File: config.mk
export PLATFORM = sky130hd
export DESIGN_NAME = double_exponential_smoother
export DESIGN_NICKNAME = d
export VERILOG_FILES = /design/src/hdl/dxs_pkg.sv /design/src/hdl/dxs_mult.sv /design/src/hdl/double_exponential_smoother.sv
export SDC_FILE = /design/constraint.sdc
export NUM_CORES = 2
export LEC_CHECK = 0
export BUFFER_PORTS_ARGS = -buffer_cell sky130_fd_sc_hd__buf_2
export CAP_MARGIN = 20
export CORE_ASPECT_RATIO = 0.6
export CORE_MARGIN = 5
export CORE_UTILIZATION = 45
export DETAILED_ROUTE_END_ITERATION = 10
export SETUP_SLACK_MARGIN = 0.02
export SLEW_MARGIN = 20
export SYNTH_ARGS = -nofsm -noshare
export SYNTH_HDL_FRONTEND = slang
export SYNTH_SLANG_ARGS = --single-unit
File: constraint.sdc
create_clock -name clk -period 12.6 [get_ports clk]
set_input_delay 0.63 -clock clk [delete_from_list [all_inputs] [get_ports clk]]
set_output_delay 0.63 -clock clk [all_outputs]
set_load 0.01 [all_outputs]
File: src/hdl/dxs_pkg.sv
// ----------------------------------------------------------------------------
// dxs_pkg: shared definitions for the double exponential smoother
// Default sizes, register map codes and the 32-bit saturation helper.
// ----------------------------------------------------------------------------
package dxs_pkg;

    // Default sizes
    localparam int SAMPLE_BITS_DEF = 24;
    localparam int FRAC_BITS_DEF   = 8;
    localparam int GAIN_BITS_DEF   = 16;

    // Bits of a gain register taken from a write word
    localparam int CFG_GAIN_BITS = 17;

    // Register map: word index taken from paddr[2]
    localparam int APB_ADDR_BITS = 3;
    localparam logic REG_LEVEL_GAIN = 1'b0;
    localparam logic REG_TREND_GAIN = 1'b1;

    // Operand width of the shared multiplier (level + trend or a level step)
    localparam int OPND_BITS = 34;

    // Clamp a wide signed value to the signed 32-bit range
    function automatic logic signed [31:0] sat32(input logic signed [63:0] v);
        logic signed [63:0] hi;
        logic signed [63:0] lo;
        hi = 64'sd2147483647;
        lo = -64'sd2147483648;
        if (v > hi) begin
            return 32'sh7fffffff;
        end
        if (v < lo) begin
            return 32'sh80000000;
        end
        return v[31:0];
    endfunction

endpackage

File: src/hdl/dxs_mult.sv
// ----------------------------------------------------------------------------
// dxs_mult: shared gain multiplier
// Registers gain * operand each cycle and presents the product rounded to
// nearest (halves toward plus infinity) and scaled back by 2^GAIN_BITS.
// ----------------------------------------------------------------------------
module dxs_mult
    import dxs_pkg::*;
#(
    parameter int GAIN_BITS = GAIN_BITS_DEF,
    parameter int OPW       = OPND_BITS
)
(
    input  logic                          clk,
    input  logic [GAIN_BITS:0]            gain,
    input  logic signed [OPW-1:0]         operand,
    output logic signed [OPW+1:0]         rounded
);

    localparam int PW = OPW + GAIN_BITS + 2;
    localparam logic signed [PW-1:0] HALF = PW'(1) <<< (GAIN_BITS - 1);

    logic signed [PW-1:0] prod_reg;
    logic signed [PW-1:0] prod_rnd;

    // Multiply, gain taken as non-negative
    always_ff @(posedge clk)
    begin
        prod_reg <= $signed({1'b0, gain}) * operand;
    end

    // Round and drop the gain fraction
    assign prod_rnd = prod_reg + HALF;
    assign rounded  = prod_rnd[PW-1:GAIN_BITS];

endmodule

File: src/hdl/double_exponential_smoother.sv
// ----------------------------------------------------------------------------
// double_exponential_smoother: Holt linear-trend smoother
// Keeps a level and a trend (signed 32-bit, FRAC_BITS fraction bits) and
// emits level + trend for every sample, with gains set over an APB port.
// ----------------------------------------------------------------------------
//  channel   direction  handshake                     payload
//  sample    in         sample_valid / sample_ready   sample [SAMPLE_BITS]
//  smoothed  out        smoothed_valid/smoothed_ready smoothed [32]
//  config    in         psel/penable/pwrite/pready    paddr [3], pwdata/prdata [32]
//
// After a sample is taken, the sequencer runs from S_MUL_LX to S_EMIT before
// sample_ready rises again: four products pass one after another through the
// single shared multiplier, with a saturating add after each pair. The result
// word enters an output register, so a new sample is taken while it waits. If
// the previous word is still not taken when the next one is done, the
// sequencer holds. Reset clears level and trend and sets both gains to one.
// ----------------------------------------------------------------------------
module double_exponential_smoother
    import dxs_pkg::*;
#(
    parameter int SAMPLE_BITS = SAMPLE_BITS_DEF,
    parameter int FRAC_BITS   = FRAC_BITS_DEF,
    parameter int GAIN_BITS   = GAIN_BITS_DEF
)
(
    input  logic                          clk,
    input  logic                          rst_n,
    input  logic                          sample_valid,
    output logic                          sample_ready,
    input  logic signed [SAMPLE_BITS-1:0] sample,
    output logic                          smoothed_valid,
    input  logic                          smoothed_ready,
    output logic signed [31:0]            smoothed,
    input  logic                          psel,
    input  logic                          penable,
    input  logic                          pwrite,
    input  logic [APB_ADDR_BITS-1:0]      paddr,
    input  logic [31:0]                   pwdata,
    output logic [31:0]                   prdata,
    output logic                          pready
);

    localparam int GL   = GAIN_BITS + 1;
    localparam int OPW  = OPND_BITS;
    localparam int ACCW = OPW + 2;
    localparam int CW   = (GL > CFG_GAIN_BITS) ? GL : CFG_GAIN_BITS;
    localparam logic [GL-1:0] GAIN_ONE = {1'b1, {GAIN_BITS{1'b0}}};

    typedef enum logic [7:0] {
        S_IDLE   = 8'b0000_0001,
        S_MUL_LX = 8'b0000_0010,
        S_MUL_LT = 8'b0000_0100,
        S_LEVEL  = 8'b0000_1000,
        S_MUL_TD = 8'b0001_0000,
        S_MUL_TT = 8'b0010_0000,
        S_TREND  = 8'b0100_0000,
        S_EMIT   = 8'b1000_0000
    } state_t;

    state_t                   state_reg;
    state_t                   state_next;
    logic [GL-1:0]            level_gain_reg;
    logic [GL-1:0]            trend_gain_reg;
    logic signed [31:0]       level_reg;
    logic signed [31:0]       trend_reg;
    logic signed [31:0]       x_reg;
    logic signed [ACCW-1:0]   acc_reg;
    logic signed [31:0]       lnew_reg;
    logic signed [31:0]       smoothed_reg;
    logic                     smoothed_valid_reg;

    logic [GL-1:0]            mul_gain;
    logic signed [OPW-1:0]    mul_opnd;
    logic signed [ACCW-1:0]   mul_rnd;
    logic signed [ACCW-1:0]   pair_sum;
    logic signed [63:0]       x_wide;
    logic                     cfg_write;
    logic [CW-1:0]            wr_gain;
    logic [CW-1:0]            wr_gain_clamped;
    logic                     emit_load;

    // Configuration port
    assign pready    = 1'b1;
    assign cfg_write = psel && penable && pwrite && pready;
    assign wr_gain   = CW'(pwdata[CFG_GAIN_BITS-1:0]);
    assign wr_gain_clamped = (wr_gain > CW'(GAIN_ONE)) ? CW'(GAIN_ONE) : wr_gain;

    always_ff @(posedge clk or negedge rst_n)
    begin
        if (!rst_n)
        begin
            level_gain_reg <= GAIN_ONE;
            trend_gain_reg <= GAIN_ONE;
        end
        else if (cfg_write)
        begin
            unique case (paddr[2])
                REG_LEVEL_GAIN: level_gain_reg <= GL'(wr_gain_clamped);
                REG_TREND_GAIN: trend_gain_reg <= GL'(wr_gain_clamped);
                default: ;
            endcase
        end
    end

    always_comb
    begin
        unique case (paddr[2])
            REG_LEVEL_GAIN: prdata = 32'(level_gain_reg);
            REG_TREND_GAIN: prdata = 32'(trend_gain_reg);
            default:        prdata = '0;
        endcase
    end

    // Sequencer
    assign sample_ready = (state_reg == S_IDLE);
    assign emit_load    = !smoothed_valid_reg || smoothed_ready;

    always_comb
    begin
        state_next = state_reg;
        unique case (state_reg)
            S_IDLE:   if (sample_valid) state_next = S_MUL_LX;
            S_MUL_LX: state_next = S_MUL_LT;
            S_MUL_LT: state_next = S_LEVEL;
            S_LEVEL:  state_next = S_MUL_TD;
            S_MUL_TD: state_next = S_MUL_TT;
            S_MUL_TT: state_next = S_TREND;
            S_TREND:  state_next = S_EMIT;
            S_EMIT:   if (emit_load) state_next = S_IDLE;
            default:  state_next = S_IDLE;
        endcase
    end

    always_ff @(posedge clk or negedge rst_n)
    begin
        if (!rst_n)
        begin
            state_reg <= S_IDLE;
        end
        else
        begin
            state_reg <= state_next;
        end
    end

    // Select the multiplier operands for each product
    always_comb
    begin
        mul_gain = '0;
        mul_opnd = '0;
        unique case (state_reg)
            S_MUL_LX:
            begin
                mul_gain = level_gain_reg;
                mul_opnd = OPW'(x_reg);
            end
            S_MUL_LT:
            begin
                mul_gain = GAIN_ONE - level_gain_reg;
                mul_opnd = OPW'(level_reg) + OPW'(trend_reg);
            end
            S_MUL_TD:
            begin
                mul_gain = trend_gain_reg;
                mul_opnd = OPW'(lnew_reg) - OPW'(level_reg);
            end
            S_MUL_TT:
            begin
                mul_gain = GAIN_ONE - trend_gain_reg;
                mul_opnd = OPW'(trend_reg);
            end
            default: ;
        endcase
    end

    dxs_mult #(
        .GAIN_BITS (GAIN_BITS),
        .OPW       (OPW)
    ) u_mult (
        .clk     (clk),
        .gain    (mul_gain),
        .operand (mul_opnd),
        .rounded (mul_rnd)
    );

    // Scale the sample into the fixed-point format
    assign x_wide   = 64'(sample) <<< FRAC_BITS;
    assign pair_sum = acc_reg + mul_rnd;

    // Datapath registers
    always_ff @(posedge clk)
    begin
        if (sample_valid && sample_ready)
        begin
            x_reg <= sat32(x_wide);
        end
        if (state_reg == S_MUL_LT || state_reg == S_MUL_TT)
        begin
            acc_reg <= mul_rnd;
        end
        if (state_reg == S_LEVEL)
        begin
            lnew_reg <= sat32(64'(pair_sum));
        end
        if (state_reg == S_EMIT && emit_load)
        begin
            smoothed_reg <= sat32(64'(level_reg) + 64'(trend_reg));
        end
    end

    // Commit the new level and trend
    always_ff @(posedge clk or negedge rst_n)
    begin
        if (!rst_n)
        begin
            level_reg <= '0;
            trend_reg <= '0;
        end
        else if (state_reg == S_TREND)
        begin
            level_reg <= lnew_reg;
            trend_reg <= sat32(64'(pair_sum));
        end
    end

    // Output word register
    always_ff @(posedge clk or negedge rst_n)
    begin
        if (!rst_n)
        begin
            smoothed_valid_reg <= 1'b0;
        end
        else if (state_reg == S_EMIT && emit_load)
        begin
            smoothed_valid_reg <= 1'b1;
        end
        else if (smoothed_ready)
        begin
            smoothed_valid_reg <= 1'b0;
        end
    end

    assign smoothed_valid = smoothed_valid_reg;
    assign smoothed       = smoothed_reg;

endmodule

==> metrics.md <==
| Metric | Value |
|---|---|
| CP bufs+invs | 1 |
| WS Path Type | reg2reg |
| Critical R2R Capture | u_mult.prod_reg[51] |
| IO Pins | 133 |
| Antenna fix cells | 0 |
| # hold bufs at CTS | 0 |
| Unique masters post-synth | 106 |
| Slew margin rel. | 0.167 |
| Final wirelength | 109000 um |
| Arr. time, crit path | 11.87 ns |
| Drt drc | 0 |
| Post-cts resize count | 0 |
| GRT overflow | 0 |
| Tmin final | 11.43 ns |
| Skew final | 0.0283 ns |
| Total power | 0.00280 W |
| Post-layout nets | 4747 |
| Top_reg_cell synth | edfxtp_1 |
| Synthesized area | 35600 um^2 |
| YS warnings | 0 |
| Initial core utilization | 0.456 |
| Most common cell after layout, fill and taps aside | inv_1 |
| RR Startpoint | trend_reg[12] |
| Clock Root Buffer | clkbuf_16 |
| CTS tree | done |
| Ratio of cells with drive above 1 in the final layout | 0.0863 |
| CTS max path bufs | 3 |
| Dpl hpwl | 89800 um |
| Post-CTS setup repair buffer count | 0 |
| Vias in the first global route | 27493 |
| Pre-antenna DRT Iters | 6 |
| Initial antenna violation count | 2 |
| CP max stage delay | 1.00 ns |
| Drt wl/cell | 21.8 um |
| Max_cap viols | 0 |
| Number of synthesized flops with an enable pin | 124 |
| Area share of the largest cell type after synthesis | 0.304 |
| Unrepaired setup endpoints after global routing | no |
| CORE AREA | 78000 um^2 |
| Most used cell along the critical path | fa_1 |
| Post-Synthesis Cells | 3883 |
| VDD IR max | 0.0000886 V |
| Seq/Total Area, Yosys | 0.201 |
| Layout fillers | 7481 |
| CTS Sinks | 268 |
| Cell family with most CP delay | compound AO/OA/AOI/OAI gates |
| Post-DR vias/cell | 5.51 |
| CTS buffer count | 27 |
| Synth top area cells | fa_1 (30%), edfxtp_1 (10%), ha_1 (7.7%) |
| Post-DRT Antenna Nets | 0 |
| Max reg flops | 37 |
| Clock slew at reported path FFs | 0.07 ns |
| Yosys reg bits | 268 |
| Most frequent cells in the layout | inv_1 (653), fa_1 (541), nand2_1 (505) |
| CTS H-Tree Depth | 1 |
| Port Buffers | 99 |
| Fmax | 87.5 MHz |
| Row count | 79 |
| Hold Vio Cnt, Final | 0 |
| DR vias | 27491 |
| Global-route wire length before repair | 170000 um |
| Status | finished, final reports clean |
| CP max-delay cell | a211oi_1 |
| CP Capture Type | flip-flop |
| Syn avg cell area | 9.17 um^2 |
| Synth area leader | fa_1 |
| Min-Delay Path Class | in2async |
| Pwr Density | 73.3 nW/um^2 |
| Ys async rst share | 0.399 |
| Routability cong. | 0.971 |
| R2R cell count | 31 |
| GRT Total Usage | 0.258 |
| Area grow syn2layout | 7.20% |
| Largest net degree at the start of global routing | 62 |
| Crit share post-route | 0.907 |
| Worst-Margin Slew | 1.24 ns |
| Leak Pwr | 18.4 nW |
| Worst-skew pair later-pin latency | 0.59 ns |
| Reg2reg setup slack | 1.17 ns |
| TNS Setup | 0 ns |
| Die Area | 85000 um^2 |
| Fin. max-slew vios | 0 |
| Die Y | 228 um |
| CP Data Required Time | 13.04 ns |
| Critical Path Source Type | flip-flop |
| Final setup violation count | 0 |
| Die W | 373 um |
| DRT iter0 DRCs | 2665 |
| Worst-path maximum fanout | 11 |
synthesized netlist by cell type, drive strengths merged, types with 8 or more instances:
| cell type | instances |
|---|---|
| nand3 | 50 |
| a211oi | 15 |
| nand2 | 505 |
| maj3 | 24 |
| o22ai | 8 |
| mux2 | 24 |
| or3 | 10 |
| fa | 541 |
| o21a | 23 |
| or2 | 9 |
| nor3b | 9 |
| nand2b | 27 |
| edfxtp | 124 |
| a22oi | 9 |
| inv | 655 |
| a221o | 16 |
| ha | 219 |
| dfrtp | 104 |
| buf | 61 |
| nand4 | 34 |
| o211ai | 29 |
| o21ai | 164 |
| and3 | 25 |
| o21bai | 22 |
| xor2 | 58 |
| xnor2 | 111 |
| clkbuf | 112 |
| a221oi | 16 |
| a22o | 17 |
| dfxtp | 37 |
| a211o | 8 |
| mux2i | 10 |
| nor4 | 14 |
| and2 | 21 |
| a21oi | 141 |
| nor2b | 23 |
| nor2 | 364 |
| nor3 | 52 |
| a31oi | 15 |
| a21o | 80 |
final cells by class:
type,count,area [um^2],area share
Timing Repair Buffer,168,1040,0.0272
Tap cell,1053,1320,0.0345
Multi-Input combinational cell,2799,25300,0.664
Clock buffer,37,764,0.0200
Inverter,657,2470,0.0646
Sequential cell,268,7150,0.187
Clock inverter,11,70.1,0.00184
report_power, final:
part	internal (W)	leakage (nW)	total [W]	switching, W
clock	0.000426	0.415	0.000801	0.000374
sequential	0.000998	2.95	0.00107	0.0000742
combinational	0.000283	15.0	0.000922	0.000639
total	0.00171	18.4	0.00280	0.00109
cells by family (layout without fill, tap and decap cells):
group           after synthesis  after routing  share of synthesized area
simple gates               1165           1165                      0.144
mux                          34             34                     0.0105
xor+xnor                    169            169                     0.0420
fa+ha+maj                   784            784                      0.389
other cells                   2             16                   0.000211
flops                       268            268                      0.201
compound gates              631            631                      0.122
buf+inv                     830            873                     0.0914
through the flow:
stage / cells / hold slack [ns] / utilization / cell area (um^2) / worst slack (ns)
2_1_floorplan: 3897 / 0.334 / - / 35600 / 3.23
3_3_place_gp: 4942 / 0.468 / 0.478 / 37300 / 1.77
3_5_place_dp: 4942 / 0.473 / 0.478 / 37300 / 1.69
4_1_cts: 4990 / 0.159 / 0.488 / 38100 / 1.61
5_1_grt: 4993 / 0.196 / 0.489 / 38100 / 0.817
6_report: 4993 / 0.137 / 0.489 / 38100 / 1.17
how the worst max path moves through the flow:
stage,depth (start not counted),slack [ns],from,end
2_1_floorplan,38,3.23,state_reg[1],u_mult.prod_reg[51]
3_3_place_gp,33,1.77,level_reg[0],u_mult.prod_reg[51]
3_5_place_dp,33,1.69,level_reg[0],u_mult.prod_reg[51]
4_1_cts,33,1.61,level_reg[0],u_mult.prod_reg[51]
5_1_grt,33,0.82,level_reg[0],u_mult.prod_reg[51]
6_report,31,1.17,trend_reg[12],u_mult.prod_reg[51]
routing by layer:
layer | GRT usage | up-vias | routed length [um]
li1 | - | 12594 | -
met1 | 0.403 | 13527 | 51700
met2 | 0.340 | 1252 | 40600
met3 | 0.102 | 116 | 14900
met4 | 0.0380 | 2 | 1890
met5 | 0 | - | 13
(Power assumes the default switching activity.)
